File: config.mk
export PLATFORM = sky130hd
export DESIGN_NAME = ptc_queue
export DESIGN_NICKNAME = d
export VERILOG_FILES = /design/src/hw/rtl/ptc_pkg.sv /design/src/hw/rtl/ptc_queue.sv
export SDC_FILE = /design/constraint.sdc
export NUM_CORES = 1
export LEC_CHECK = 0
export ABC_AREA = 1
export ABC_CLOCK_PERIOD_IN_PS = 1800
export BUFFER_PORTS_ARGS = -buffer_cell sky130_fd_sc_hd__clkbuf_2
export CORE_MARGIN = 3
export CORE_UTILIZATION = 51
export DETAILED_ROUTE_END_ITERATION = 16
export GPL_TIMING_DRIVEN = 0
export PLACE_DENSITY = 0.79
export SYNTH_ARGS = -nofsm -noshare
export SYNTH_HDL_FRONTEND = slang
export SYNTH_SLANG_ARGS = --single-unit
File: constraint.sdc
create_clock -name clk -period 1.8 [get_ports clk]
set_input_delay 0.18 -clock clk [delete_from_list [all_inputs] [get_ports clk]]
set_output_delay 0.18 -clock clk [all_outputs]
set_load 0.03 [all_outputs]
File: src/hw/rtl/ptc_pkg.sv
package ptc_pkg;

  localparam int SRC_DEPTH = 1024;
  localparam int SRC_AW    = $clog2(SRC_DEPTH);
  localparam int SRC_CW    = $clog2(SRC_DEPTH + 1);

  localparam int FRAME_MAX = 2048;
  localparam int OFF_W     = $clog2(FRAME_MAX + 1);

  localparam int QUEUE_DEPTH = 4;
  localparam int QPTR_W      = $clog2(QUEUE_DEPTH);
  localparam int QCNT_W      = $clog2(QUEUE_DEPTH + 1);

  localparam logic [15:0] ETYPE_IPV4       = 16'h0800;
  localparam logic [15:0] ETYPE_ARP        = 16'h0806;
  localparam logic [7:0]  PROTO_TCP        = 8'd6;
  localparam logic [5:0]  FLAGS_SYN_ONLY   = 6'h02;
  localparam logic [15:0] ARP_OP_REPLY     = 16'd2;
  localparam logic [15:0] WATCHED_PORT_RST = 16'd80;
  localparam logic [3:0]  TCP_DOFF_MIN     = 4'd5;

  localparam int OFF_ETYPE_HI = 12;
  localparam int OFF_ETYPE_LO = 13;
  localparam int OFF_IHL      = 14;
  localparam int OFF_ARPOP_HI = 20;
  localparam int OFF_ARPOP_LO = 21;
  localparam int OFF_PROTO    = 23;
  localparam int OFF_SRC_LO   = 26;
  localparam int OFF_SRC_HI   = 29;
  localparam int ETH_LEN      = 14;
  localparam int TCP_PORT_HI  = 2;
  localparam int TCP_PORT_LO  = 3;
  localparam int TCP_DOFF     = 12;
  localparam int TCP_FLAGS    = 13;

  localparam int PAT_MAX = 16;
  localparam int PAT_W   = $clog2(PAT_MAX + 1);
  localparam int GET_LEN = 3;
  localparam int GET_W   = $clog2(GET_LEN + 1);
  localparam int HOST_LEN = 16;

  typedef logic [0:PAT_MAX-1][7:0] pat_t;
  typedef logic [0:PAT_MAX][0:PAT_MAX] border_t;

  localparam pat_t PAT_GET = 128'h47455400_00000000_00000000_00000000;
  localparam pat_t PAT_HOST_A = 128'h7777772E_676F6F67_6C652E63_6F2E756B;
  localparam pat_t PAT_HOST_B = 128'h7777772E_66616365_626F6F6B_2E636F6D;

  // bit [p][j]: the first j pattern bytes equal the j bytes that end at position p
  function automatic border_t border_mat(input pat_t pat);
    border_t m;
    for (int p = 0; p <= PAT_MAX; p++) begin
      for (int j = 0; j <= PAT_MAX; j++) begin
        m[p][j] = (j <= p);
        for (int i = 0; i < PAT_MAX; i++) begin
          if (i < j && j <= p) begin
            if (pat[i] != pat[p - j + i]) m[p][j] = 1'b0;
          end
        end
      end
    end
    return m;
  endfunction

  localparam border_t BORDER_GET    = border_mat(PAT_GET);
  localparam border_t BORDER_HOST_A = border_mat(PAT_HOST_A);
  localparam border_t BORDER_HOST_B = border_mat(PAT_HOST_B);

  // longest pattern prefix that ends on this byte
  function automatic logic [PAT_W-1:0] match_step(input pat_t pat, input int len,
                                                  input border_t bm,
                                                  input logic [PAT_W-1:0] pos,
                                                  input logic [7:0] c);
    logic [PAT_W-1:0] best;
    best = '0;
    if (int'(pos) >= len) begin
      best = PAT_W'(len);
    end else begin
      for (int k = 1; k <= PAT_MAX; k++) begin
        if (k <= len && (k - 1) <= int'(pos) && pat[k-1] == c && bm[pos][k-1])
          best = PAT_W'(k);
      end
    end
    return best;
  endfunction

  function automatic logic [31:0] sat_inc(input logic [31:0] c);
    return (c == '1) ? c : c + 32'd1;
  endfunction

  typedef struct packed {
    logic        syn;
    logic        arp;
    logic        hit_a;
    logic        hit_b;
    logic [31:0] src_addr;
  } frame_t;

  typedef enum logic [1:0] {
    ST_IDLE,
    ST_READ,
    ST_CMP,
    ST_DECIDE
  } back_state_t;

endpackage

File: src/hw/rtl/ptc_queue.sv
module ptc_queue (
  input  logic            clk,
  input  logic            rst_n,
  input  logic            push,
  input  ptc_pkg::frame_t push_data,
  output logic            full,
  input  logic            pop,
  output logic            head_valid,
  output ptc_pkg::frame_t head_data
);

  ptc_pkg::frame_t                   mem_r [ptc_pkg::QUEUE_DEPTH];
  logic [ptc_pkg::QPTR_W-1:0]        wptr_r, rptr_r;
  logic [ptc_pkg::QCNT_W-1:0]        cnt_r;

  assign full       = (cnt_r == ptc_pkg::QCNT_W'(ptc_pkg::QUEUE_DEPTH));
  assign head_valid = (cnt_r != '0);
  assign head_data  = mem_r[rptr_r];

  always_ff @(posedge clk) begin
    if (push) mem_r[wptr_r] <= push_data;
  end

  always_ff @(posedge clk) begin
    if (!rst_n) begin
      wptr_r <= '0;
      rptr_r <= '0;
      cnt_r  <= '0;
    end else begin
      if (push) wptr_r <= wptr_r + 1'b1;
      if (pop)  rptr_r <= rptr_r + 1'b1;
      if (push && !pop)      cnt_r <= cnt_r + 1'b1;
      else if (pop && !push) cnt_r <= cnt_r - 1'b1;
    end
  end

endmodule

After elaboration in Yosys (flattened, before gate mapping):

Memory sizes are Yosys's and may differ from the RTL's. A register that Yosys moved wholly into a read port is not among the register bits.
Cells that the tools add are included.

* latch bits: 0
* bits in registers: 7
* bits in writable memories: 144
* bits in read-only memories: 0
* output and inout port bits: 38
* memories: 1

Memories
* mem_r: depth 4, width 36, read ports 1, clocked after Yosys merged registers in 1, write ports 1, line ptc_queue.sv:12 `ptc_pkg::frame_t mem_r [ptc_pkg::QUEUE_DEPTH];`

* reductions and logical operators: 6
* multiply operators: 0
* multiplexer cells: 6
* shifts and indexed selects: 0
* magnitude comparators: 0
* bitwise logic cells: 0
* eq/ne operators: 1
* divide/modulo/power cells: 0
* add/sub/neg operators: 4

Operator list (count)
* two-way mux 3 bit: 2
* adder 2 x 1 -> 2 bit (second input constant): 2
* two-way mux 2 bit: 2
* adder 3 x 1 -> 3 bit (second input constant): 1
* equality test 3 bit (second input constant): 1
* nonzero test 3 bit: 1
* subtractor 3 x 1 -> 3 bit (second input constant): 1
* logical AND 1 bit: 2
* zero test 1 bit: 2
* two-way mux 1 bit: 2
* nonzero test 2 bit: 1

Depth between registers and ports, before layout:

Gate-level depths: netlist (run 1).

* depth after elaboration: 4
* gate-level depth with buffers: 10
* gate-level depth less buffers: 10

Worst setup path before layout (run 1):

OpenSTA, ideal clock, no wires.

* kind: reg2reg
* from: reg wptr_r[0] (netlist name)
* to: mem mem_r[2][0] (netlist name) (enable)
* required time: 1.409 ns
* arrival: 1.298 ns
* buffers on the path: 0
* cell stages (with the launch flop): 5
* setup time: 0.391 ns
* path slack: 0.111 ns
* clock period less this slack: 1.689 ns
* path through: dfxtp_1 inv_1 ha_1 nand2_1 inv_1

RTL lines
* start: declaration: line ptc_queue.sv:13 `logic [ptc_pkg::QPTR_W-1:0] wptr_r, rptr_r;`
* start signal: assignment: line ptc_queue.sv:30 `if (push) wptr_r <= wptr_r + 1'b1;`
* end: declaration: line ptc_queue.sv:12

No word-level cell before the write port.

==> flow_summary.ini, run 1 <==
[placement]
pre_cts_slack_ns = 0.06476
placedInstanceArea_sq_um = 6374
portBuffers = 77
globalplace.congestion = 0.7187
dp_hpwl_mm = 7.015
placed_cells = 624

[die]
placeableCoreArea_sq_um = 10980
design.die.area_sq_um = 12710
rows = 38
ios = 78
die_y_um = 112.8
die_w_um = 112.8
initial_core_util = 0.5293

[power]
p_sw_mw = 2.265
p_per_area_nw_per_um2 = 1149
leakage_nw = 2.964
clkPwrFrac = 0.408
power_mw = 9.170
p_sw_frac = 0.2470
vdd_drop_max_uv = 941.8
power_frac_comb = 0.143
power_frac_seq = 0.449
internal-power_mw = 6.906

[detailed_routing]
dr.pass1.iters = 5
detail-route-antenna-nets = 0
vias = 3972
drt_iter0_markers = 488
via_per_inst = 5.691
wl_mm = 14.45
wl_per_cell_um = 20.71
drc = 0

[sta]
hold_viol_final = 0
fin_crit_sh = 1.027
relSlewSlack = 0.3902
fin_setup_tns_ns = -0.09177
setup_violations = 6
setup_ws_ns = -0.04820
timing.fmax_ghz = 0.5411
drv_slew = 0
min_period_ns = 1.848
holdWs_ns = 0.01592
rsz0062_at_grt = true
tightest_slew_ns = 0.9134
skew_ns = 0.006749

[global_route]
antenna_found_initial = 0
grt_pass1_wl_mm = 20.18
grt-busiest-layer = met2
gr-total-overflow = 0
grt_util_met3 = 0.05775
use_met2 = 0.3515
grt_usage = 0.2112
grt.met1_usage = 0.2577
first_global_vias = 4023
grt_max_degree = 37

[critical_path]
cp.buffers_inverters = 3
cp_slowest_cell = dfxtp_4
cp_data_required_time_ns = 1.62
cp_top_family = compound AO/OA/AOI/OAI gates
path_max_fanout = 6
max_stage_delay_ns = 0.37
path_cells = buf_12, inv_8, o21ai_0, o22ai_2, clkbuf_8
critPathLaunchType = register
crit_arrival_ns = 1.67
worstSetupPathType = register to output port
endpoint_kind = output port

[cts]
cts_max_level = 4
ctsLongestPathBuffers = 2
root_buffer = clkbuf_16
clock_sinks = 153
clkLatencyLatePin_ns = 0.42
path_clk_slew_ns = 0.06
cts_buffers = 17
cts_tree = done

[synth]
synth.top_cell.area_share = 0.7439
synth_seq_cells = 153
ys_top_cells_by_area = edfxtp_1 (74%), nor2_1 (5.0%), o21ai_1 (5.0%), o22ai_1 (3.9%), dfxtp_1 (3.1%)
ys_warn_count = 0
synth_top_area_cell = edfxtp_1
synth_most_common_cell = edfxtp_1
synth_edf_count = 144
synth.top_cells.by_count = edfxtp_1 (144), nor2_1 (78), o21ai_1 (58)
ys_async_sr_fraction = 0
ys.flop_type = edfxtp_1
syn_inst = 407
ys_seq_area_frac = 0.7749
syn-num-nets = 453
synth_cell_types = 19
syn_area_sq_um = 5813
syn_area_per_cell_sq_um = 14.28

[finish]
postLayoutCoreUtil = 0.7265
multi_input_area_sq_um = 1286
fin_area_sq_um = 7979
drive_above_1_share = 0.3387
n_fill_cell = 651
num_antenna_cells = 0
regArea_sq_um = 4508
syn2layout_area_growth_pct = 37.26
nets = 591
instances_no_fill = 698

[outcome]
violations = negative setup slack
status = finished, violations left

[min_path]
hold_path_class = primary input to register

[run]
cap_violations = 0
## kinds of logic after synthesis
logic type | share of synthesized area
fa+ha+maj | 0.01421
buf+inv | 0.04197
simple gates | 0.05962
compound gates | 0.1093
flops | 0.7749
## power groups by stage
stage | Sequential (mW) | Clock (mW) | Combinational (mW)
floorplan | 4.17 | 0 | 0.632
global placement | 4.18 | 0 | 0.938
detailed placement | 4.18 | 0 | 0.963
CTS | 4.11 | 3.75 | 1.13
global route | 4.13 | 3.90 | 1.39
finish | 4.12 | 3.74 | 1.31
## layout by cell type, fill, tap and decap left out, drive strengths merged
| cell type | instances |
|---|---|
| clkbuf | 69 |
| nand2 | 10 |
| nor3 | 1 |
| bufinv | 4 |
| clkinvlp | 2 |
| a21oi | 4 |
| o22ai | 36 |
| inv | 19 |
| nor2 | 78 |
| nand3 | 1 |
| buf | 54 |
| dfxtp | 9 |
| nand4 | 1 |
| fa | 1 |
| dlygate4sd3 | 35 |
| ha | 5 |
| edfxtp | 144 |
| o21ai | 78 |
| clkinv | 7 |
## registers in the layout (all words and copies together) (netlist names), named ones only
name	cells
mem_r	144
rptr_r	2
cnt_r	3
wptr_r	2
## final timing paths
check | depth (start not counted) | slack, ns | endpoint | start
hold reg to reg | 1 | 0.45 | rptr_r[1] | rptr_r[1]
setup reg to reg | 4 | 0.09 | mem_r[1][9] | wptr_r[1]
hold / removal | 1 | 0.02 | mem_r[0][9] | push_data[9]
setup / recovery | 5 | -0.05 | head_data[31] | register
## cell type report
type | count | share of cell area
Multi-Input combinational cell | 215 | 0.1612
Sequential cell | 153 | 0.5650
Clock buffer | 18 | 0.05379
Timing Repair inverter | 1 | 0.001411
Clock inverter | 14 | 0.02462
Tap cell | 140 | 0.02195
Buffer | 22 | 0.04030
Timing Repair Buffer | 118 | 0.1209
Inverter | 17 | 0.01082
## metal layers
| layer | share of wire | up-vias |
|---|---|---|
| li1 | - | 1798 |
| met1 | 0.39 | 1919 |
| met2 | 0.52 | 227 |
| met3 | 0.078 | 28 |
| met4 | 0.020 | 0 |
| met5 | 0 | - |
## repair_timing
item	in CTS	in global routing
resized for setup	58	130
endpoints found under the setup margin	36	72
buffers inserted	0	2
hold buffers	35	0
pin swaps	3	15
gates cloned	0	5
hold endpoints to repair	140	0
(Power assumes the default switching activity.)
==> inputs of run 2 (changes only) <==
--- a/config.mk
+++ b/config.mk
@@ -6,13 +6,13 @@
 export NUM_CORES = 1
 export LEC_CHECK = 0
 export ABC_AREA = 1
-export ABC_CLOCK_PERIOD_IN_PS = 1800
+export ABC_CLOCK_PERIOD_IN_PS = 1500
 export BUFFER_PORTS_ARGS = -buffer_cell sky130_fd_sc_hd__clkbuf_2
 export CORE_MARGIN = 3
 export CORE_UTILIZATION = 51
 export DETAILED_ROUTE_END_ITERATION = 16
 export GPL_TIMING_DRIVEN = 0
-export PLACE_DENSITY = 0.79
+export PLACE_DENSITY = 0.82
 export SYNTH_ARGS = -nofsm -noshare
 export SYNTH_HDL_FRONTEND = slang
 export SYNTH_SLANG_ARGS = --single-unit
==> constraint.sdc (replaced) <==
create_clock -name clk -period 1.5 [get_ports clk]
set_input_delay 0.15 -clock clk [delete_from_list [all_inputs] [get_ports clk]]
set_output_delay 0.15 -clock clk [all_outputs]
set_load 0.03 [all_outputs]
==> run 2 against run 1 <==
Effect of this change:
- critical path depth up 1
- die area unchanged
- the run still ends with negative setup slack left
- global-route usage up 0.70 points
- register-to-register slack gained 0.07 ns
- critical path type unchanged
- clock power grew 15%
- worst hold slack better by 0.022 ns
- power up 19%
==> flow_summary.ini, run 2 (synthesis results as in run 1) <==
[sta]
rsz0062_at_grt = true
timing.fmax_ghz = 0.5674
tightest_slew_ns = 0.3493
hold_viol_final = 0
drv_slew = 0
relSlewSlack = 0.7647
setup_ws_ns = -0.2624
min_period_ns = 1.762
skew_ns = 0.01452
fin_crit_sh = 1.175
setup_violations = 36

[critical_path]
endpoint_kind = output port
cp_data_required_time_ns = 1.35
path_max_fanout = 10
crit_arrival_ns = 1.61
critPathLaunchType = register
worstSetupPathType = register to output port

[power]
p_sw_mw = 2.738
vdd_drop_max_uv = 966.3
power_frac_seq = 0.451
p_per_area_nw_per_um2 = 1314
p_sw_frac = 0.2501
power_frac_comb = 0.156
clkPwrFrac = 0.392
internal-power_mw = 8.208
power_mw = 10.95
leakage_nw = 3.045

[detailed_routing]
drt_iter0_markers = 282
drc = 0
wl_per_cell_um = 20.13
vias = 4004
detail-route-antenna-nets = 0
wl_mm = 14.39
via_per_inst = 5.600
dr.pass1.iters = 5

[finish]
final_common_cell = edfxtp_1
largest_reg_flops = 144
instances_no_fill = 715
nets = 608
drive_above_1_share = 0.4017
syn2layout_area_growth_pct = 43.31
mostFrequentLayoutCells = edfxtp_1 (144), nor2_1 (56), clkbuf_2 (41), o21ai_1 (39), dlygate4sd3_1 (36)
reg.largest.list = mem_r (144), cnt_r (3)
top_register = mem_r
postLayoutCoreUtil = 0.7585
num_antenna_cells = 0

[cts]
clock_sinks = 153
ctsLongestPathBuffers = 2
cts_buffers = 17
path_clk_slew_ns = 0.06
root_buffer = clkbuf_16
cts_max_level = 4
cts_tree = done
clkLatencyLatePin_ns = 0.42

[die]
die_w_um = 112.8
design.die.area_sq_um = 12710
initial_core_util = 0.5293
die_y_um = 112.8
ios = 78
rows = 38
placeableCoreArea_sq_um = 10980

[global_route]
grt-busiest-layer = met2
gr-total-overflow = 0
grt_util_met3 = 0.06364
grt.met1_usage = 0.2731
use_met2 = 0.3653
grt_max_degree = 19
grt_pass1_wl_mm = 20.70
antenna_found_initial = 0
grt_usage = 0.2182
first_global_vias = 3984

[placement]
globalplace.congestion = 0.7392
dp_hpwl_mm = 7.184
placed_cells = 624
portBuffers = 77

[outcome]
violations = negative setup slack
status = finished, violations left

[run]
cap_violations = 0

[min_path]
hold_path_class = primary input to register
run 2: cell types whose count changed in the layout (fill, tap and decap cells not counted), moves of 3 or more:
cell,delta
o22ai_1,-4
buf_12,+6
buf_6,+8
clkinv_4,-3
clkinvlp_4,+9
nor2_4,+5
nor2_1,-15
nand2_2,+3
o22ai_2,+3
nor2_2,+10
nand2_1,-3
run 2: final cells by class:
| type | count | area [sq um] |
|---|---|---|
| Sequential cell | 153 | 4511 |
| Timing Repair inverter | 5 | 46.29 |
| Clock buffer | 18 | 429.2 |
| Timing Repair Buffer | 131 | 1172 |
| Buffer | 22 | 325.3 |
| Fill cell | 644 | 2653 |
| Inverter | 17 | 112.6 |
| Multi-Input combinational cell | 215 | 1389 |
| Tap cell | 140 | 175.2 |
| Clock inverter | 14 | 170.2 |
run 2: power by group through the flow:
stage	Sequential (mW)	Clock, mW	Combinational, mW
floorplan	5.00	0	0.766
global placement	5.01	0	1.13
detailed placement	5.02	0	1.17
CTS	4.93	4.32	1.47
global route	4.95	4.54	1.81
finish	4.94	4.30	1.71
run 2: routing by layer:
layer | vias to the layer above | routed length [um]
li1 | 1831 | -
met2 | 174 | 7557
met3 | 18 | 1061
met4 | 0 | 189
met5 | - | 0
met1 | 1981 | 5582
run 2: timing repair:
item                                   CTS  global route
pin swaps                                7            18
resized for setup                       88           140
hold buffers                            36             0
setup endpoints to repair              180            36
endpoints found under the hold margin  144             0
setup buffers                           11             2
cloned                                   7             3
run 2: per-stage QoR:
step	setup WS, ns	cell area, sq um	hold slack [ns]	setup TNS [ns]
after floorplan	-0.01381	5838	0.2489	-0.9941
after global placement	-0.4527	6399	0.3628	-61.46
after detailed placement	-0.5235	6399	0.3690	-67.25
after CTS	-0.2641	7818	0.03346	-8.563
after global routing	-0.3225	8330	0.07709	-10.16
final	-0.2624	8330	0.03809	-7.921
run 2: worst max-delay path: stages (launching register included):
cell     delay, ns
dfxtp_1       0.30
buf_6         0.14
inv_8         0.11
buf_8         0.17
o21ai_1       0.08
o22ai_1       0.18
buf_4         0.20
run 2: final timing paths:
check / from / endpoint / slack (ns) / cells past startpoint
worst max-delay path: register / head_data[30] / -0.26 / 6
worst min register to register: wptr_r[1] / wptr_r[1] / 0.49 / 2
worst min-delay path: rst_n / wptr_r[0] / 0.04 / 3
worst max register to register: wptr_r[0] / mem_r[0][20] / 0.16 / 5
==> inputs of run 3 (changes only) <==
--- a/config.mk
+++ b/config.mk
@@ -7,12 +7,13 @@
 export LEC_CHECK = 0
 export ABC_AREA = 1
 export ABC_CLOCK_PERIOD_IN_PS = 1500
-export BUFFER_PORTS_ARGS = -buffer_cell sky130_fd_sc_hd__clkbuf_2
 export CORE_MARGIN = 3
 export CORE_UTILIZATION = 51
 export DETAILED_ROUTE_END_ITERATION = 16
+export DONT_BUFFER_PORTS = 1
 export GPL_TIMING_DRIVEN = 0
-export PLACE_DENSITY = 0.82
+export PLACE_DENSITY = 0.76
+export SKIP_CTS_REPAIR_TIMING = 1
 export SYNTH_ARGS = -nofsm -noshare
 export SYNTH_HDL_FRONTEND = slang
 export SYNTH_SLANG_ARGS = --single-unit
==> run 3 against run 2 <==
Effect of this change:
- the run still ends with negative setup slack left
- clock skew decreased by 0.0071 ns
- die area unchanged
- utilization rose by 1.4 points
- via count down 6.8%
- critical path type unchanged
- combinational power about the same
- maximum frequency increased by 2.3%
- setup slack better by 0.040 ns
- first-iteration DRC count is 14% higher
- sequential share of layout area is 0.95 points lower
- register-to-register slack is essentially flat
- largest power group unchanged
- power decreased by 0.42%
- count of clock-buffer cells in the layout grew 6
==> flow_summary.ini, run 3 (synthesis results as in run 1) <==
[finish]
mostFrequentLayoutCells = edfxtp_1 (144), nor2_1 (42), dlygate4sd3_1 (39), o22ai_4 (36), nor2_2 (34)
postLayoutCoreUtil = 0.7723
reg.largest.list = mem_r (144), cnt_r (3)
instances_no_fill = 641
top_register = mem_r
syn2layout_area_growth_pct = 45.91
nets = 533
largest_reg_flops = 144
fin_area_sq_um = 8482
final_common_cell = edfxtp_1
drive_above_1_share = 0.4000

[cts]
path_clk_slew_ns = 0.06
root_buffer = clkbuf_16
clock_sinks = 153
clkLatencyLatePin_ns = 0.42
cts_buffers = 17
ctsLongestPathBuffers = 2
cts_max_level = 4
cts_tree = done

[sta]
min_period_ns = 1.723
holdWs_ns = 0.02436
drv_slew = 0
timing.fmax_ghz = 0.5804
tightest_slew_ns = 0.5682
rsz0062_at_grt = true
fin_setup_tns_ns = -6.534
hold_viol_final = 0
fin_crit_sh = 1.149
setup_ws_ns = -0.2228
setup_violations = 36
relSlewSlack = 0.6191
skew_ns = 0.007449

[die]
ios = 78
rows = 38
placeableCoreArea_sq_um = 10980
design.die.area_sq_um = 12710
die_w_um = 112.8
initial_core_util = 0.5293
die_y_um = 112.8

[critical_path]
critPathLaunchType = register
worstSetupPathType = register to output port
cp_data_required_time_ns = 1.35
endpoint_kind = output port
path_max_fanout = 11
crit_arrival_ns = 1.57
r2r-start = wptr_r[0]

[outcome]
status = finished, violations left
violations = negative setup slack

[placement]
pre_cts_slack_ns = -0.4962
placed_cells = 547
dp_hpwl_mm = 6.901
portBuffers = 0
globalplace.congestion = 0.7321
placedInstanceArea_sq_um = 6013

[run]
cap_violations = 0

[power]
leakage_nw = 2.801
vdd_drop_max_uv = 756.4
power_mw = 10.90
p_per_area_nw_per_um2 = 1285

[global_route]
antenna_found_initial = 0
gr-total-overflow = 0
grt_usage = 0.1899
first_global_vias = 3419
grt_max_degree = 37
grt_pass1_wl_mm = 17.95

[min_path]
hold_path_class = primary input to register
hp-start = push

[detailed_routing]
detail-route-antenna-nets = 0
drt_iter0_markers = 321
via_per_inst = 5.819
dr.pass1.iters = 4
drc = 0
wl_mm = 14.49
wl_per_cell_um = 22.60
vias = 3730
run 3: worst paths after layout:
kind                  endpoint  slack, ns  cells past startpoint
setup reg to reg   mem_r[3][9]       0.16                      4
setup / recovery  head_data[7]      -0.22                      5
hold reg to reg       register       0.43                      1
hold / removal        cnt_r[0]       0.02                      2
run 3: worst max-delay path, stage by stage, from the launching register on:
cell and delay [ns]:
dfxtp_4 0.38, buf_12 0.17, clkinv_16 0.11, buf_12 0.17, o21ai_2 0.18, o22ai_4 0.15
run 3: power by group:
| part | internal, mW | switching [mW] |
|---|---|---|
| registers | 4.87 | 0.0819 |
| logic | 0.653 | 1.08 |
| clock network | 2.59 | 1.62 |
| total | 8.12 | 2.78 |
run 3: final cells by class:
type,instances,area (sq um)
antenna,1,2.502
buffer,22,349.1
clock buffer,24,515.5
clock inverter,8,78.83
fill,590,2501
inverter,17,117.6
multi-input combinational,215,1988
sequential,153,4512
tap,140,175.2
timing repair buffer,57,713.2
timing repair inverter,4,30.03
run 3: layer usage:
layer,global-route usage,vias to the layer above,wire length (um)
met2,0.3175,164,7978
li1,-,1677,-
met1,0.2194,1880,5445
met4,0.08413,0,102
met3,0.07059,9,962
met5,0,-,0
