[config.mk]
export PLATFORM = sky130hd
export DESIGN_NAME = ptc_front
export DESIGN_NICKNAME = d
export VERILOG_FILES = /design/src/hw/rtl/ptc_pkg.sv /design/src/hw/rtl/ptc_front.sv
export SDC_FILE = /design/constraint.sdc
export NUM_CORES = 1
export LEC_CHECK = 0
export BUFFER_PORTS_ARGS = -buffer_cell sky130_fd_sc_hd__buf_2
export CORE_UTILIZATION = 38
export CTS_BUF_LIST = sky130_fd_sc_hd__clkbuf_8
export DETAILED_ROUTE_END_ITERATION = 10
export PLACE_DENSITY = 0.56
export SYNTH_ARGS = -nofsm -noshare
export SYNTH_HDL_FRONTEND = slang
export SYNTH_SLANG_ARGS = --single-unit
export TNS_END_PERCENT = 100
[constraint.sdc]
create_clock -name clk -period 4.55 [get_ports clk]
set_input_delay 0.91 -clock clk [delete_from_list [all_inputs] [get_ports clk]]
set_output_delay 0.91 -clock clk [all_outputs]
set_load 0.02 [all_outputs]
[src/hw/rtl/ptc_pkg.sv]
package ptc_pkg;

  localparam int SRC_DEPTH = 1024;
  localparam int SRC_AW    = $clog2(SRC_DEPTH);
  localparam int SRC_CW    = $clog2(SRC_DEPTH + 1);

  localparam int FRAME_MAX = 2048;
  localparam int OFF_W     = $clog2(FRAME_MAX + 1);

  localparam int QUEUE_DEPTH = 4;
  localparam int QPTR_W      = $clog2(QUEUE_DEPTH);
  localparam int QCNT_W      = $clog2(QUEUE_DEPTH + 1);

  localparam logic [15:0] ETYPE_IPV4       = 16'h0800;
  localparam logic [15:0] ETYPE_ARP        = 16'h0806;
  localparam logic [7:0]  PROTO_TCP        = 8'd6;
  localparam logic [5:0]  FLAGS_SYN_ONLY   = 6'h02;
  localparam logic [15:0] ARP_OP_REPLY     = 16'd2;
  localparam logic [15:0] WATCHED_PORT_RST = 16'd80;
  localparam logic [3:0]  TCP_DOFF_MIN     = 4'd5;

  localparam int OFF_ETYPE_HI = 12;
  localparam int OFF_ETYPE_LO = 13;
  localparam int OFF_IHL      = 14;
  localparam int OFF_ARPOP_HI = 20;
  localparam int OFF_ARPOP_LO = 21;
  localparam int OFF_PROTO    = 23;
  localparam int OFF_SRC_LO   = 26;
  localparam int OFF_SRC_HI   = 29;
  localparam int ETH_LEN      = 14;
  localparam int TCP_PORT_HI  = 2;
  localparam int TCP_PORT_LO  = 3;
  localparam int TCP_DOFF     = 12;
  localparam int TCP_FLAGS    = 13;

  localparam int PAT_MAX = 16;
  localparam int PAT_W   = $clog2(PAT_MAX + 1);
  localparam int GET_LEN = 3;
  localparam int GET_W   = $clog2(GET_LEN + 1);
  localparam int HOST_LEN = 16;

  typedef logic [0:PAT_MAX-1][7:0] pat_t;
  typedef logic [0:PAT_MAX][0:PAT_MAX] border_t;

  localparam pat_t PAT_GET = 128'h47455400_00000000_00000000_00000000;
  localparam pat_t PAT_HOST_A = 128'h7777772E_676F6F67_6C652E63_6F2E756B;
  localparam pat_t PAT_HOST_B = 128'h7777772E_66616365_626F6F6B_2E636F6D;

  // bit [p][j]: the first j pattern bytes equal the j bytes that end at position p
  function automatic border_t border_mat(input pat_t pat);
    border_t m;
    for (int p = 0; p <= PAT_MAX; p++) begin
      for (int j = 0; j <= PAT_MAX; j++) begin
        m[p][j] = (j <= p);
        for (int i = 0; i < PAT_MAX; i++) begin
          if (i < j && j <= p) begin
            if (pat[i] != pat[p - j + i]) m[p][j] = 1'b0;
          end
        end
      end
    end
    return m;
  endfunction

  localparam border_t BORDER_GET    = border_mat(PAT_GET);
  localparam border_t BORDER_HOST_A = border_mat(PAT_HOST_A);
  localparam border_t BORDER_HOST_B = border_mat(PAT_HOST_B);

  // longest pattern prefix that ends on this byte
  function automatic logic [PAT_W-1:0] match_step(input pat_t pat, input int len,
                                                  input border_t bm,
                                                  input logic [PAT_W-1:0] pos,
                                                  input logic [7:0] c);
    logic [PAT_W-1:0] best;
    best = '0;
    if (int'(pos) >= len) begin
      best = PAT_W'(len);
    end else begin
      for (int k = 1; k <= PAT_MAX; k++) begin
        if (k <= len && (k - 1) <= int'(pos) && pat[k-1] == c && bm[pos][k-1])
          best = PAT_W'(k);
      end
    end
    return best;
  endfunction

  function automatic logic [31:0] sat_inc(input logic [31:0] c);
    return (c == '1) ? c : c + 32'd1;
  endfunction

  typedef struct packed {
    logic        syn;
    logic        arp;
    logic        hit_a;
    logic        hit_b;
    logic [31:0] src_addr;
  } frame_t;

  typedef enum logic [1:0] {
    ST_IDLE,
    ST_READ,
    ST_CMP,
    ST_DECIDE
  } back_state_t;

endpackage

[src/hw/rtl/ptc_front.sv]
module ptc_front (
  input  logic            clk,
  input  logic            rst_n,
  input  logic            in_valid,
  output logic            in_stall,
  input  logic [7:0]      in_data_byte,
  input  logic            in_last_byte,
  input  logic [15:0]     watched_port,
  input  logic            q_full,
  output logic            q_push,
  output ptc_pkg::frame_t q_data
);

  logic [ptc_pkg::OFF_W-1:0] off_r, off_nxt;
  logic [15:0] etype_r, etype_nxt;
  logic [3:0]  ihl_r, ihl_nxt;
  logic [7:0]  proto_r, proto_nxt;
  logic [31:0] src_r, src_nxt;
  logic [5:0]  flags_r, flags_nxt;
  logic [15:0] port_r, port_nxt;
  logic [3:0]  doff_r, doff_nxt;
  logic [15:0] arpop_r, arpop_nxt;
  logic        stop_r, stop_nxt;
  logic [ptc_pkg::GET_W-1:0] gpos_r, gpos_nxt;
  logic [ptc_pkg::PAT_W-1:0] apos_r, apos_nxt;
  logic [ptc_pkg::PAT_W-1:0] bpos_r, bpos_nxt;
  logic [2:0]  found_r, found_nxt;

  logic                      beat, take, is_tcp;
  logic [3:0]                dw;
  logic [ptc_pkg::OFF_W-1:0] tcp_pos, pay_pos;
  logic [ptc_pkg::PAT_W-1:0] gstep;

  assign in_stall = q_full;
  assign beat     = in_valid && !in_stall;
  assign take     = beat && (off_r < ptc_pkg::OFF_W'(ptc_pkg::FRAME_MAX));

  assign dw      = (doff_r < ptc_pkg::TCP_DOFF_MIN) ? ptc_pkg::TCP_DOFF_MIN : doff_r;
  assign tcp_pos = ptc_pkg::OFF_W'(ptc_pkg::ETH_LEN) + ptc_pkg::OFF_W'({ihl_r, 2'b00});
  assign pay_pos = tcp_pos + ptc_pkg::OFF_W'({dw, 2'b00});

  always_comb begin
    off_nxt   = off_r;
    etype_nxt = etype_r;
    ihl_nxt   = ihl_r;
    proto_nxt = proto_r;
    src_nxt   = src_r;
    flags_nxt = flags_r;
    port_nxt  = port_r;
    doff_nxt  = doff_r;
    arpop_nxt = arpop_r;
    stop_nxt  = stop_r;
    gpos_nxt  = gpos_r;
    apos_nxt  = apos_r;
    bpos_nxt  = bpos_r;
    found_nxt = found_r;
    gstep     = '0;
    if (take) begin
      off_nxt = off_r + 1'b1;
      if (off_r == ptc_pkg::OFF_W'(ptc_pkg::OFF_ETYPE_HI)) etype_nxt[15:8] = in_data_byte;
      if (off_r == ptc_pkg::OFF_W'(ptc_pkg::OFF_ETYPE_LO)) etype_nxt[7:0]  = in_data_byte;
      if (off_r == ptc_pkg::OFF_W'(ptc_pkg::OFF_IHL))      ihl_nxt = in_data_byte[3:0];
      if (off_r == ptc_pkg::OFF_W'(ptc_pkg::OFF_ARPOP_HI)) arpop_nxt[15:8] = in_data_byte;
      if (off_r == ptc_pkg::OFF_W'(ptc_pkg::OFF_ARPOP_LO)) arpop_nxt[7:0]  = in_data_byte;
      if (off_r == ptc_pkg::OFF_W'(ptc_pkg::OFF_PROTO))    proto_nxt = in_data_byte;
      if (off_r >= ptc_pkg::OFF_W'(ptc_pkg::OFF_SRC_LO) &&
          off_r <= ptc_pkg::OFF_W'(ptc_pkg::OFF_SRC_HI))
        src_nxt = {src_r[23:0], in_data_byte};
      if (off_r == tcp_pos + ptc_pkg::OFF_W'(ptc_pkg::TCP_PORT_HI))
        port_nxt[15:8] = in_data_byte;
      if (off_r == tcp_pos + ptc_pkg::OFF_W'(ptc_pkg::TCP_PORT_LO))
        port_nxt[7:0] = in_data_byte;
      if (off_r == tcp_pos + ptc_pkg::OFF_W'(ptc_pkg::TCP_DOFF))
        doff_nxt = in_data_byte[7:4];
      if (off_r == tcp_pos + ptc_pkg::OFF_W'(ptc_pkg::TCP_FLAGS))
        flags_nxt = in_data_byte[5:0];
      if (off_r >= pay_pos && !stop_r) begin
        if (in_data_byte == 8'd0) begin
          stop_nxt = 1'b1;
        end else begin
          gstep    = ptc_pkg::match_step(ptc_pkg::PAT_GET, ptc_pkg::GET_LEN,
                                         ptc_pkg::BORDER_GET,
                                         ptc_pkg::PAT_W'(gpos_r), in_data_byte);
          gpos_nxt = gstep[ptc_pkg::GET_W-1:0];
          apos_nxt = ptc_pkg::match_step(ptc_pkg::PAT_HOST_A, ptc_pkg::HOST_LEN,
                                         ptc_pkg::BORDER_HOST_A, apos_r, in_data_byte);
          bpos_nxt = ptc_pkg::match_step(ptc_pkg::PAT_HOST_B, ptc_pkg::HOST_LEN,
                                         ptc_pkg::BORDER_HOST_B, bpos_r, in_data_byte);
          if (gstep == ptc_pkg::PAT_W'(ptc_pkg::GET_LEN))     found_nxt[0] = 1'b1;
          if (apos_nxt == ptc_pkg::PAT_W'(ptc_pkg::HOST_LEN)) found_nxt[1] = 1'b1;
          if (bpos_nxt == ptc_pkg::PAT_W'(ptc_pkg::HOST_LEN)) found_nxt[2] = 1'b1;
        end
      end
    end
  end

  // frame summary is built from this beat's updated fields
  assign is_tcp = (etype_nxt == ptc_pkg::ETYPE_IPV4) && (proto_nxt == ptc_pkg::PROTO_TCP);
  assign q_push = beat && in_last_byte;

  always_comb begin
    q_data          = '0;
    q_data.syn      = is_tcp && (flags_nxt == ptc_pkg::FLAGS_SYN_ONLY);
    q_data.arp      = (etype_nxt == ptc_pkg::ETYPE_ARP) && (arpop_nxt == ptc_pkg::ARP_OP_REPLY);
    q_data.hit_a    = is_tcp && (port_nxt == watched_port) && found_nxt[0] && found_nxt[1];
    q_data.hit_b    = is_tcp && (port_nxt == watched_port) && found_nxt[0] &&
                      !found_nxt[1] && found_nxt[2];
    q_data.src_addr = src_nxt;
  end

  always_ff @(posedge clk) begin
    if (!rst_n || q_push) begin
      off_r   <= '0;
      etype_r <= '0;
      ihl_r   <= '0;
      proto_r <= '0;
      src_r   <= '0;
      flags_r <= '0;
      port_r  <= '0;
      doff_r  <= '0;
      arpop_r <= '0;
      stop_r  <= 1'b0;
      gpos_r  <= '0;
      apos_r  <= '0;
      bpos_r  <= '0;
      found_r <= '0;
    end else begin
      off_r   <= off_nxt;
      etype_r <= etype_nxt;
      ihl_r   <= ihl_nxt;
      proto_r <= proto_nxt;
      src_r   <= src_nxt;
      flags_r <= flags_nxt;
      port_r  <= port_nxt;
      doff_r  <= doff_nxt;
      arpop_r <= arpop_nxt;
      stop_r  <= stop_nxt;
      gpos_r  <= gpos_nxt;
      apos_r  <= apos_nxt;
      bpos_r  <= bpos_nxt;
      found_r <= found_nxt;
    end
  end

endmodule

# Yosys cells after proc, flatten, opt, wreduce, memory -nomap -nowiden

Memory sizes are Yosys's and may differ from the RTL's.
Index checks and enable logic that the tools add are counted.

Register bits: 130
Bits in read-only memories: 1632
Output and inout bits: 38
Logic and storage cells: 271
Memories: 3

Memories:

| name            | words | bits a word | rd ports | clocked after Yosys merged registers in | wr ports | RTL line      | RTL |
|---|---|---|---|---|---|---|---|
| (no name shown) | 32    | 17          | 1        | 0                                       | 0        | ptc_pkg.sv:80 | `if (k <= len && (k - 1) <= int'(pos) && pat[k-1] == c && bm[pos][k-1])` |
| (no name shown) | 32    | 17          | 1        | 0                                       | 0        | ptc_pkg.sv:80 |  |
| (no name shown) | 32    | 17          | 1        | 0                                       | 0        | ptc_pkg.sv:80 |  |

Add/sub/neg operators: 7
Magnitude comparators: 43
Equality and inequality tests: 35
Mux-type cells: 75
Bitwise operators: 4
Reduce and logical (&&, ||, !) cells: 90

Operator list:

| kind                                                  | number |
|---|---|
| 2-to-1 mux 5 bit                                      | 44 |
| equality test 7 x 8 -> 1 bit, first input constant    | 15 |
| 2-to-1 mux 17 bit                                     | 6 |
| <= comparator 4 x 5 -> 1 bit, first input constant    | 16 |
| logical AND 1 bit                                     | 80 |
| 2-to-1 mux 32 bit                                     | 2 |
| 2-to-1 mux 8 bit                                      | 8 |
| equality test 12 x 8 -> 1 bit                         | 4 |
| 2-to-1 mux 16 bit                                     | 3 |
| <= comparator 3 x 5 -> 1 bit, first input constant    | 8 |
| equality test 12 x 4 -> 1 bit, second input constant  | 3 |
| equality test 12 x 5 -> 1 bit, second input constant  | 3 |
| equality test 16 x 12 -> 1 bit, second input constant | 2 |
| <= comparator 2 x 5 -> 1 bit, first input constant    | 4 |
| >= comparator 6 bit, second input constant            | 3 |
| adder 7 x 2 -> 8 bit, second input constant           | 2 |
| adder 7 x 4 -> 8 bit, second input constant           | 2 |
| equality test 16 bit                                  | 1 |
| equality test 16 x 2 -> 1 bit, second input constant  | 1 |
| adder 12 x 1 -> 12 bit, second input constant         | 1 |
| >= comparator 12 x 5 -> 1 bit, second input constant  | 1 |
| >= comparator 12 x 8 -> 1 bit                         | 1 |
| <= comparator 12 x 5 -> 1 bit, second input constant  | 1 |
| < comparator 12 bit, second input constant            | 1 |
| 25 further kinds                                      | 42 |

# Longest topological paths before layout

Gate-level depths: netlist of the first run.

Depth after elaboration: 33
Depth in mapped cells: 18

# Worst setup path before layout of the first run

No wires, ideal clock.

Path type: register to output
Start point: register ihl_r[0]
End point: output q_data[33] (netlist bit)
Data arrival time: 4.360 ns
Data required time: 3.640 ns
Path slack: -0.720 ns
Cell stages (with the launch flop): 19
Buffers on the path: 1
Cell sequence: dfxtp_1 > buf_4 > inv_1 > ha_1 > xor2_2 > inv_1 > ha_1 > a21o_1 > a21oi_1 > xnor2_1 > ha_1 > o21ai_0 > a21boi_0 > nand3b_1 > o31ai_1 > nand4bb_1 > or4_1 > or4_4 > nor3b_1

RTL lines:

| what                   | RTL line         | RTL |
|---|---|---|
| from (decl)            | ptc_front.sv:16  | `logic [3:0] ihl_r, ihl_nxt;` |
| from (signal assigned) | ptc_front.sv:130 | `ihl_r <= ihl_nxt;` |
| to (decl)              | ptc_front.sv:11  | `output ptc_pkg::frame_t q_data` |

==> results of run 1 <==
[per-layer routing]
layer / vias to the layer above / wire [um] / part of all wire
met1: 2816 / 9050 / 0.50
li1: 3146 / - / -
met4: 0 / 204 / 0.011
met2: 107 / 8240 / 0.45
met5: - / 0 / 0
met3: 12 / 635 / 0.035
[worst max-delay path, delay by kind of cell (launching register included)]
family,cells,cell delay [ps]
AND/OR/NAND/NOR,6,1820
flip-flops,1,350
AO/OA/AOI/OAI,6,820
XOR/XNOR,1,90
buffers and inverters,3,240
adder cells (fa/ha/maj),3,660
[registers in the layout (all words and copies together), names as in the netlist, 3 cells and up]
name,count
src_r,32
arpop_r,16
etype_r,16
port_r,16
off_r,12
proto_r,8
flags_r,6
apos_r,5
bpos_r,5
doff_r,4
ihl_r,4
found_r,3
[worst min-delay path by stage]
stage,start,end,slack [ps],depth (start not counted)
floorplan,etype_r[11]$_SDFF_PP0_,etype_r[11]$_SDFF_PP0_,430,2
global placement,arpop_r[1]$_SDFF_PP0_,arpop_r[1]$_SDFF_PP0_,440,2
detailed placement,arpop_r[1]$_SDFF_PP0_,arpop_r[1]$_SDFF_PP0_,440,2
CTS,arpop_r[7]$_SDFF_PP0_,arpop_r[7]$_SDFF_PP0_,460,2
global route,arpop_r[14]$_SDFF_PP0_,arpop_r[14]$_SDFF_PP0_,470,2
finish,arpop_r[1]$_SDFF_PP0_,arpop_r[1]$_SDFF_PP0_,450,2
[cell usage in the layout, fill, tap and decap left out, types with 6 or more instances in the layout]
cell type / synthesis / final
mux2_2: 32 / 32
nand3_1: 29 / 29
ha_1: 17 / 13
xor2_1: 21 / 21
nand3b_1: 8 / 8
xnor2_1: 19 / 19
a21oi_1: 46 / 43
nor2b_1: 44 / 44
nor4_1: 15 / 14
dfxtp_1: 130 / 125
buf_2: 3 / 64
nor3_1: 28 / 28
mux2i_1: 52 / 52
nand2_1: 77 / 76
nor2_1: 102 / 102
and3_1: 9 / 9
buf_4: 3 / 92
inv_1: 25 / 20
clkbuf_8: 0 / 17
o21ai_0: 16 / 14
nand4_1: 10 / 10
nor3b_1: 7 / 6
inv_8: 0 / 7
[repair_timing]
action / in CTS / in global routing
setup endpoints to repair: 3 / 3
gates cloned: 0 / 0
hold buffers: 0 / 0
buffers inserted: 1 / 1
pin swaps: 17 / 16
gates resized for setup: 21 / 2
[power breakdown]
group	internal [W]	switching [W]	leakage, nW
Clock	0.000415	0.000574	0.196
Sequential	0.00114	0.00000176	1.05
Combinational	0.0000505	0.0000907	2.23
[metrics by stage]
step / worst slack (ps) / power (W) / util / cells / area, um^2
final: -793 / 0.00227 / 0.477 / 1193 / 8620
after global routing: -1010 / 0.00236 / 0.477 / 1193 / 8620
after CTS: -867 / 0.00229 / 0.476 / 1192 / 8610
after detailed placement: -482 / 0.00131 / 0.450 / 1159 / 8150
after global placement: -475 / 0.00131 / 0.450 / 1159 / 8150
after floorplan: -184 / 0.00124 / - / 834 / 7100
[cells in the mapped netlist (9+ instances only)]
master      n
nor4_1     15
xnor2_1    19
nor3_1     28
inv_1      25
ha_1       17
mux2_2     32
nand2_1    77
nor2b_1    44
mux2i_1    52
and3_1      9
nand3_1    29
xor2_1     21
dfxtp_1   130
nor2_1    102
clkbuf_1   43
nand4_1    10
o21ai_0    16
a21oi_1    46
[cells by family after synthesis]
group	after synthesis	synth area share
simple gates	371	0.274
fa+ha+maj	18	0.0331
buf+inv	83	0.0485
xor+xnor	42	0.0555
mux	84	0.125
compound gates	106	0.0941
flops	130	0.370
[final cells by class]
class	count	share of cell area
multi-input combinational	621	0.490
sequential	130	0.303
clock inverter	15	0.0187
clock buffer	17	0.0271
timing repair buffer	156	0.117
tap	229	0.0332
inverter	25	0.0112
==> impl_metrics.toml, run 1 <==
[clock_tree]
clk_latency_ps = 460
cts.sinks = 130
cts_inserted_buffers = 17
cts_tree = "yes"
cts-root-buf = "clkbuf_8"
clockBufferDepth = 2
path_clk_slew_ps = 90
htreeDepth = 4

[run_status]
violations = "DRC, setup timing"
outcome = "complete, but fails checks"

[global_routing]
gr-total-overflow = 0
grtUsageMet2 = 0.317
track_usage = 0.196
antenna_found_initial = 0
grt_pass1_wl_mm = 29.9
first_global_vias = 5740
grt.busiest_layer = "met2"
grt_use_met3 = 0.0353
use_met1 = 0.264
grt_start_max_net_pins = 59

[sta]
rsz0062_at_grt = "true"
finalSetupTns_ps = -1480
whs_ps = 455
max_freq_mhz = 187
hold_violations = 0
slew_violations = 0
setup_viol = 2
period_needed_ps = 5340
layout_setup_ws_ps = -793
fin_crit_sh = 1.17
tightest_slew_ps = 658
fin_skew_ps = 10.7
timing.slew.headroom = 0.561

[power]
powerDensity_nw_per_um2 = 263
p_leak_nw = 3.47
peakVddDrop_v = 0.000172

[worst_setup_path]
slowest_stage = "or4_4"
criticalPathCategory = "reg -> out"
rr_endpoint = "found_r[2]$_SDFF_PP0_"
path_max_fanout = 2
worstSetupEndpointType = "output port"
crit_path_start = "doff_r[1]$_SDFFE_PP0P_"
cp_data_required_time_ps = 3640
worstReg2RegStart = "ihl_r[0]$_SDFFE_PP0P_"
cp_cell_sequence = "a21oi_2 > or2_4 > ha_4 > inv_2 > fa_2 > inv_2 > a21o_1 > a21oi_2 > xnor2_1 > ha_1 > o21ai_2 > a21boi_2 > nand3b_1 > o31ai_2 > nand4bb_1 > or4_4 > or4_4 > nor4b_4 > buf_4"
cpPeakStageDelay_ps = 580
reg2reg_depth = 17
crit_path_start_kind = "flop"
endpoint = "q_data[32]"
reg2reg_slack_ps = 1130
worstPathArrival_ps = 4430

[yosys]
synth.area.top_cells = "dfxtp_1, mux2i_1, nor2_1"
async_flop_share = 0
postSynthAreaPerCell_um2 = 8.44
synth_edf_count = 0
synth_ff_type = "dfxtp_1"
yosysSeqAreaShare = 0.370
synth_area_um2 = 7040
synth-seq-cells = 130
netlist.top_cell.by_area = "dfxtp_1"
ys_warn_count = 0
synth_nets = 881
synth_top_area_share = 0.370
synthCells = 834
yosysUniqueCellTypes = 70

[finish]
n_fill_cell = 1784
drive_above_1_share = 0.272
fin_nets = 998
multiInputGateArea_um2 = 4220
seq_area_um2 = 2610
syn_to_final_growth_pct = 22.5
diodes = 0

[route]
first_iter_violations = 362
drc_errors = 6
firstDrtPassIters = 8
wirelength_mm = 18.1
vias = 6081
vias_per_cell = 5.10
antenna_left = 0
wire_per_inst_um = 15.2

[floorplanning]
die-area_um2 = 19100
start_util = 0.389
fp.coreArea_um2 = 18100
ios = 67
rows = 49
dieHeight_um = 138
dieWidth_um = 138

[hold_path]
hp-class = "reg -> reg"

[run]
drv_cap = 0

[placed_design]
dp_hpwl_mm = 13.2
numPortBuffers = 66
gp_congestion = 0.879
No activity file was read; power rests on OpenSTA's default activity.
==> inputs of run 2 (changes only) <==
--- a/config.mk
+++ b/config.mk
@@ -6,10 +6,13 @@
 export NUM_CORES = 1
 export LEC_CHECK = 0
 export BUFFER_PORTS_ARGS = -buffer_cell sky130_fd_sc_hd__buf_2
+export CORE_ASPECT_RATIO = 1.1
+export CORE_MARGIN = 2
 export CORE_UTILIZATION = 38
 export CTS_BUF_LIST = sky130_fd_sc_hd__clkbuf_8
 export DETAILED_ROUTE_END_ITERATION = 10
 export PLACE_DENSITY = 0.56
+export SKIP_LAST_GASP = 1
 export SYNTH_ARGS = -nofsm -noshare
 export SYNTH_HDL_FRONTEND = slang
 export SYNTH_SLANG_ARGS = --single-unit
==> run 2 against run 1 <==
Net effect: critical path type unchanged; worst setup slack improved by 33 ps; flip-flop and latch count unchanged; hold slack about the same; the run ends with setup timing left; cell area is 0.97% higher; critical path depth stayed put.
==> impl_metrics.toml, run 2 (synthesized netlist as in run 1, its figures left out) <==
[floorplanning]
dieWidth_um = 134
start_util = 0.385
die-area_um2 = 19600
dieHeight_um = 147
fp.coreArea_um2 = 18300
rows = 52
ios = 67

[global_routing]
first_global_vias = 6062
track_usage = 0.195
antenna_found_initial = 0
grt_use_met3 = 0.0393
grt_pass1_wl_mm = 30.6
grt.busiest_layer = "met2"
gr-total-overflow = 0
use_met1 = 0.255
grtUsageMet2 = 0.317
grt_start_max_net_pins = 93

[worst_setup_path]
worstPathArrival_ps = 4400
reg2reg_slack_ps = 1100
worstReg2RegStart = "ihl_r[0]$_SDFFE_PP0P_"
cp_cell_sequence = "a21oi_2 > or2_4 > ha_4 > inv_2 > fa_2 > inv_2 > a21o_1 > a21oi_2 > xnor2_1 > ha_1 > o21ai_2 > a21boi_2 > nand3b_1 > o31ai_2 > nand4bb_1 > or4_1 > or4_4 > nor4b_4 > buf_4"
crit_path_start_kind = "flop"
slowest_stage = "or4_4"
path_max_fanout = 2
cp_data_required_time_ps = 3640
criticalPathCategory = "reg -> out"
worstSetupEndpointType = "output port"
cpPeakStageDelay_ps = 580
crit_path_start = "doff_r[2]$_SDFFE_PP0P_"
reg2reg_depth = 17
rr_endpoint = "found_r[2]$_SDFF_PP0_"

[run_status]
violations = "setup timing"
outcome = "complete, but fails checks"

[placed_design]
gp_congestion = 0.880
place_area_um2 = 8160
dp_hpwl_mm = 13.2
place_inst = 1171
numPortBuffers = 66

[finish]
design_area_um2 = 8700
drive_above_1_share = 0.277
layout_commonest_cell = "dfxtp_1"
syn_to_final_growth_pct = 23.7
final_cell_mix = "dfxtp_1, nor2_1, buf_4"
stdcell_count = 1208
seq_area_um2 = 2610
regMostFlops = "src_r"
multiInputGateArea_um2 = 4260
utilization = 0.476
fin_nets = 999
diodes = 0
largest_reg_flops = 32
n_fill_cell = 1811

[sta]
slew_violations = 0
fin_skew_ps = 27.9
max_freq_mhz = 188
hold_violations = 0
fin_crit_sh = 1.17
tightest_slew_ps = 606
finalSetupTns_ps = -1380
timing.slew.headroom = 0.590
period_needed_ps = 5310
setup_viol = 2
layout_setup_ws_ps = -760
rsz0062_at_grt = "true"

[route]
vias = 6212
wire_per_inst_um = 15.5
firstDrtPassIters = 5
vias_per_cell = 5.14
drc_errors = 0
wirelength_mm = 18.8
first_iter_violations = 363
antenna_left = 0

[clock_tree]
path_clk_slew_ps = 80
clockBufferDepth = 2
cts.sinks = 130
clk_latency_ps = 460
cts_inserted_buffers = 17
htreeDepth = 4
cts_tree = "yes"
cts-root-buf = "clkbuf_8"

[hold_path]
holdPathStages = 2
whs_endpoint = "etype_r[12]$_SDFF_PP0_"
hold_start = "etype_r[12]$_SDFF_PP0_"
hp-class = "reg -> reg"

[power]
sw_frac_of_total = 0.282
peakVddDrop_v = 0.000182
power_frac_clock = 0.441
seqPwrFrac = 0.498
powerDensity_nw_per_um2 = 263
intPower_w = 0.00164
switchingPower_w = 0.000644
p_leak_nw = 3.48
comb_power_share = 0.061

[run]
drv_cap = 0
## run 2: worst max-delay path by stage
stage                      end  slack (ps)  cells after the start
finish              q_data[32]        -760                     19
global route        q_data[32]        -980                     19
CTS                 q_data[32]        -850                     19
detailed placement  q_data[32]        -560                     19
global placement    q_data[32]        -510                     19
floorplan           q_data[32]        -180                     18
## run 2: final cells by class
cell class,instances,share of cell area
multi-input combinational,621,0.489
sequential,130,0.300
timing repair buffer,157,0.120
tap,243,0.0349
clock buffer,17,0.0269
clock inverter,15,0.0187
inverter,25,0.0111
## run 2: repair_timing
action,CTS,global route
hold buffers,0,0
pin swaps,9,21
endpoints found under the setup margin,3,3
resized for setup,17,16
setup buffers,1,5
## run 2: power groups by stage
| stage | Clock, W | Combinational [W] | Sequential (W) |
|---|---|---|---|
| floorplan | 0 | 0.0000732 | 0.00117 |
| global placement | 0 | 0.000138 | 0.00117 |
| detailed placement | 0 | 0.000138 | 0.00117 |
| CTS | 0.00103 | 0.000138 | 0.00114 |
| global route | 0.00107 | 0.000150 | 0.00114 |
| finish | 0.00101 | 0.000139 | 0.00114 |
## run 2: stage by stage
stage	hold slack, ps	power (W)	worst slack [ps]
floorplan	427	0.00124	-184
global placement	439	0.00130	-515
detailed placement	446	0.00130	-558
CTS	456	0.00231	-851
global route	472	0.00236	-980
finish	455	0.00229	-760
## run 2: worst max-delay path, delay by kind of cell, from the launching register on
| family | cells | cell delay, ps |
|---|---|---|
| compound gates | 6 | 790 |
| xor+xnor | 1 | 120 |
| fa+ha+maj | 3 | 750 |
| buf+inv | 3 | 270 |
| flops | 1 | 330 |
| simple gates | 6 | 1680 |
## run 2: per-layer routing
layer,vias to the layer above,routed length [um]
li1,3126,-
met2,150,8800
met5,-,0
met3,30,802
met1,2906,8780
met4,0,385
==> inputs of run 3 (changes only) <==
--- a/config.mk
+++ b/config.mk
@@ -5,13 +5,13 @@
 export SDC_FILE = /design/constraint.sdc
 export NUM_CORES = 1
 export LEC_CHECK = 0
-export BUFFER_PORTS_ARGS = -buffer_cell sky130_fd_sc_hd__buf_2
 export CORE_ASPECT_RATIO = 1.1
 export CORE_MARGIN = 2
 export CORE_UTILIZATION = 38
 export CTS_BUF_LIST = sky130_fd_sc_hd__clkbuf_8
 export DETAILED_ROUTE_END_ITERATION = 10
-export PLACE_DENSITY = 0.56
+export DONT_BUFFER_PORTS = 1
+export PLACE_DENSITY = 0.53
 export SKIP_LAST_GASP = 1
 export SYNTH_ARGS = -nofsm -noshare
 export SYNTH_HDL_FRONTEND = slang
==> run 3 against run 2 <==
Net effect: the run still ends with setup timing left; combinational power fell by 40%; routed wire length rose by 3.1%; sequential power barely moved; die area did not move; global-route usage rose by 0.56 points; clock-buffer cell count did not move; register-to-register slack got worse by 420 ps; worst setup slack got worse by 35 ps; largest power group unchanged.
==> impl_metrics.toml, run 3 (synthesized netlist as in run 1, its figures left out) <==
[power]
switchingPower_w = 0.000624
finalPower_w = 0.00221
intPower_w = 0.00159
powerDensity_nw_per_um2 = 269
seqPwrFrac = 0.515
comb_power_share = 0.038
p_leak_nw = 3.10
sw_frac_of_total = 0.282
power_frac_clock = 0.448
peakVddDrop_v = 0.000207

[sta]
layout_setup_ws_ps = -795
max_freq_mhz = 187
period_needed_ps = 5340
fin_skew_ps = 13.8
hold_violations = 0
finalSetupTns_ps = -1500
fin_crit_sh = 1.17
setup_viol = 2
timing.slew.headroom = 0.479
tightest_slew_ps = 781
rsz0062_at_grt = "true"
slew_violations = 0

[floorplanning]
ios = 67
fp.coreArea_um2 = 18300
dieHeight_um = 147
start_util = 0.385
rows = 52
die-area_um2 = 19600
dieWidth_um = 134

[clock_tree]
htreeDepth = 4
cts_hold_buf = 0
cts-root-buf = "clkbuf_8"
cts_tree = "yes"
clockBufferDepth = 2
path_clk_slew_ps = 80
clk_latency_ps = 460
cts.sinks = 130
cts_inserted_buffers = 17

[route]
wirelength_mm = 19.3
antenna_left = 0
vias_per_cell = 5.43
wire_per_inst_um = 17.2
drc_errors = 0
first_iter_violations = 294
firstDrtPassIters = 5
vias = 6114

[worst_setup_path]
cp_data_required_time_ps = 3640
worstSetupEndpointType = "output port"
cpPeakStageDelay_ps = 570
slowest_stage = "or4_4"
worstPathArrival_ps = 4430
cp_cell_sequence = "inv_4 > ha_4 > buf_12 > fa_2 > inv_2 > a21o_1 > a21oi_2 > xnor2_1 > ha_1 > o21ai_2 > a21boi_2 > nand3b_1 > o31ai_2 > nand4bb_1 > or4_4 > or4_4 > nor4b_4 > buf_4"
criticalPathCategory = "reg -> out"
crit_path_start_kind = "flop"
path_max_fanout = 2
critPathMostFrequentCell = "or4_4"

[placed_design]
dp_hpwl_mm = 13.6
place_inst = 1086
pre_cts_ws_ps = -543
gp_congestion = 0.868
numPortBuffers = 0

[finish]
fin_nets = 918
layout_commonest_cell = "dfxtp_1"
diodes = 0
stdcell_count = 1127
syn_to_final_growth_pct = 17.1
regMostFlops = "src_r"
largest_reg_flops = 32
final_cell_mix = "dfxtp_1, nor2_1, nand2_1"
drive_above_1_share = 0.212

[global_routing]
gr-total-overflow = 0
grt_pass1_wl_mm = 31.3
first_global_vias = 6111
grt_start_max_net_pins = 70
antenna_found_initial = 0
track_usage = 0.200

[run_status]
outcome = "complete, but fails checks"
violations = "setup timing"

[run]
drv_cap = 0

[hold_path]
hp-class = "reg -> reg"
run 3: cell count changes in the layout (fill, tap and decap cells not counted), moves of 2 or more:
cell,delta
buf_4,-16
buf_6,-2
buf_2,-63
clkinvlp_4,-3
clkinv_8,+4
run 3: final timing paths:
| path | from | to | slack (ps) | cells past startpoint |
|---|---|---|---|---|
| hold reg to reg | arpop_r[5]$_SDFF_PP0_ | arpop_r[5]$_SDFF_PP0_ | 450 | 2 |
| hold / removal | arpop_r[5]$_SDFF_PP0_ | arpop_r[5]$_SDFF_PP0_ | 450 | 2 |
| setup / recovery | ihl_r[0]$_SDFFE_PP0P_ | q_data[32] | -790 | 18 |
| setup reg to reg | ihl_r[0]$_SDFFE_PP0P_ | gpos_r[0]$_SDFFE_PP0P_ | 680 | 24 |
run 3: per-stage QoR:
step | cell area, um^2 | util | hold WS, ps
6_report | 8240 | 0.451 | 452
5_1_grt | 8240 | 0.451 | 478
4_1_cts | 8180 | 0.447 | 456
3_5_place_dp | 7680 | 0.420 | 446
3_3_place_gp | 7680 | 0.420 | 436
2_1_floorplan | 7100 | - | 427
run 3: power groups by stage:
stage               clock network, W  logic [W]  registers [W]
finish                      0.000991  0.0000833        0.00114
global route                 0.00108  0.0000912        0.00114
CTS                          0.00103  0.0000827        0.00114
detailed placement                 0  0.0000785        0.00117
global placement                   0  0.0000764        0.00117
floorplan                          0  0.0000732        0.00117
run 3: final cells by class:
class                      instances  area [um^2]
timing repair buffer              76          583
fill                            1808        10000
inverter                          25         96.3
sequential                       130         2610
tap                              243          304
clock inverter                    15          179
multi-input combinational        621         4240
clock buffer                      17          234
run 3: worst max-delay path: cells and delay by family, from the launching register on:
family	cells	cell delay (ps)
buf+inv	4	400
fa+ha+maj	3	890
flops	1	360
simple gates	5	1540
xor+xnor	1	130
compound gates	5	650
run 3: timing repair:
| action | CTS | global route |
|---|---|---|
| gates resized for setup | 16 | 10 |
| setup buffers | 6 | 3 |
| pin swaps | 13 | 19 |
| endpoints found under the setup margin | 3 | 3 |
run 3: per-layer routing:
| layer | GRT usage | vias up | share of wire |
|---|---|---|---|
| li1 | - | 2970 | - |
| met1 | 0.254 | 2966 | 0.45 |
| met2 | 0.337 | 153 | 0.49 |
| met3 | 0.0473 | 25 | 0.052 |
| met4 | 0.0622 | 0 | 0.016 |
| met5 | 0 | - | 0 |
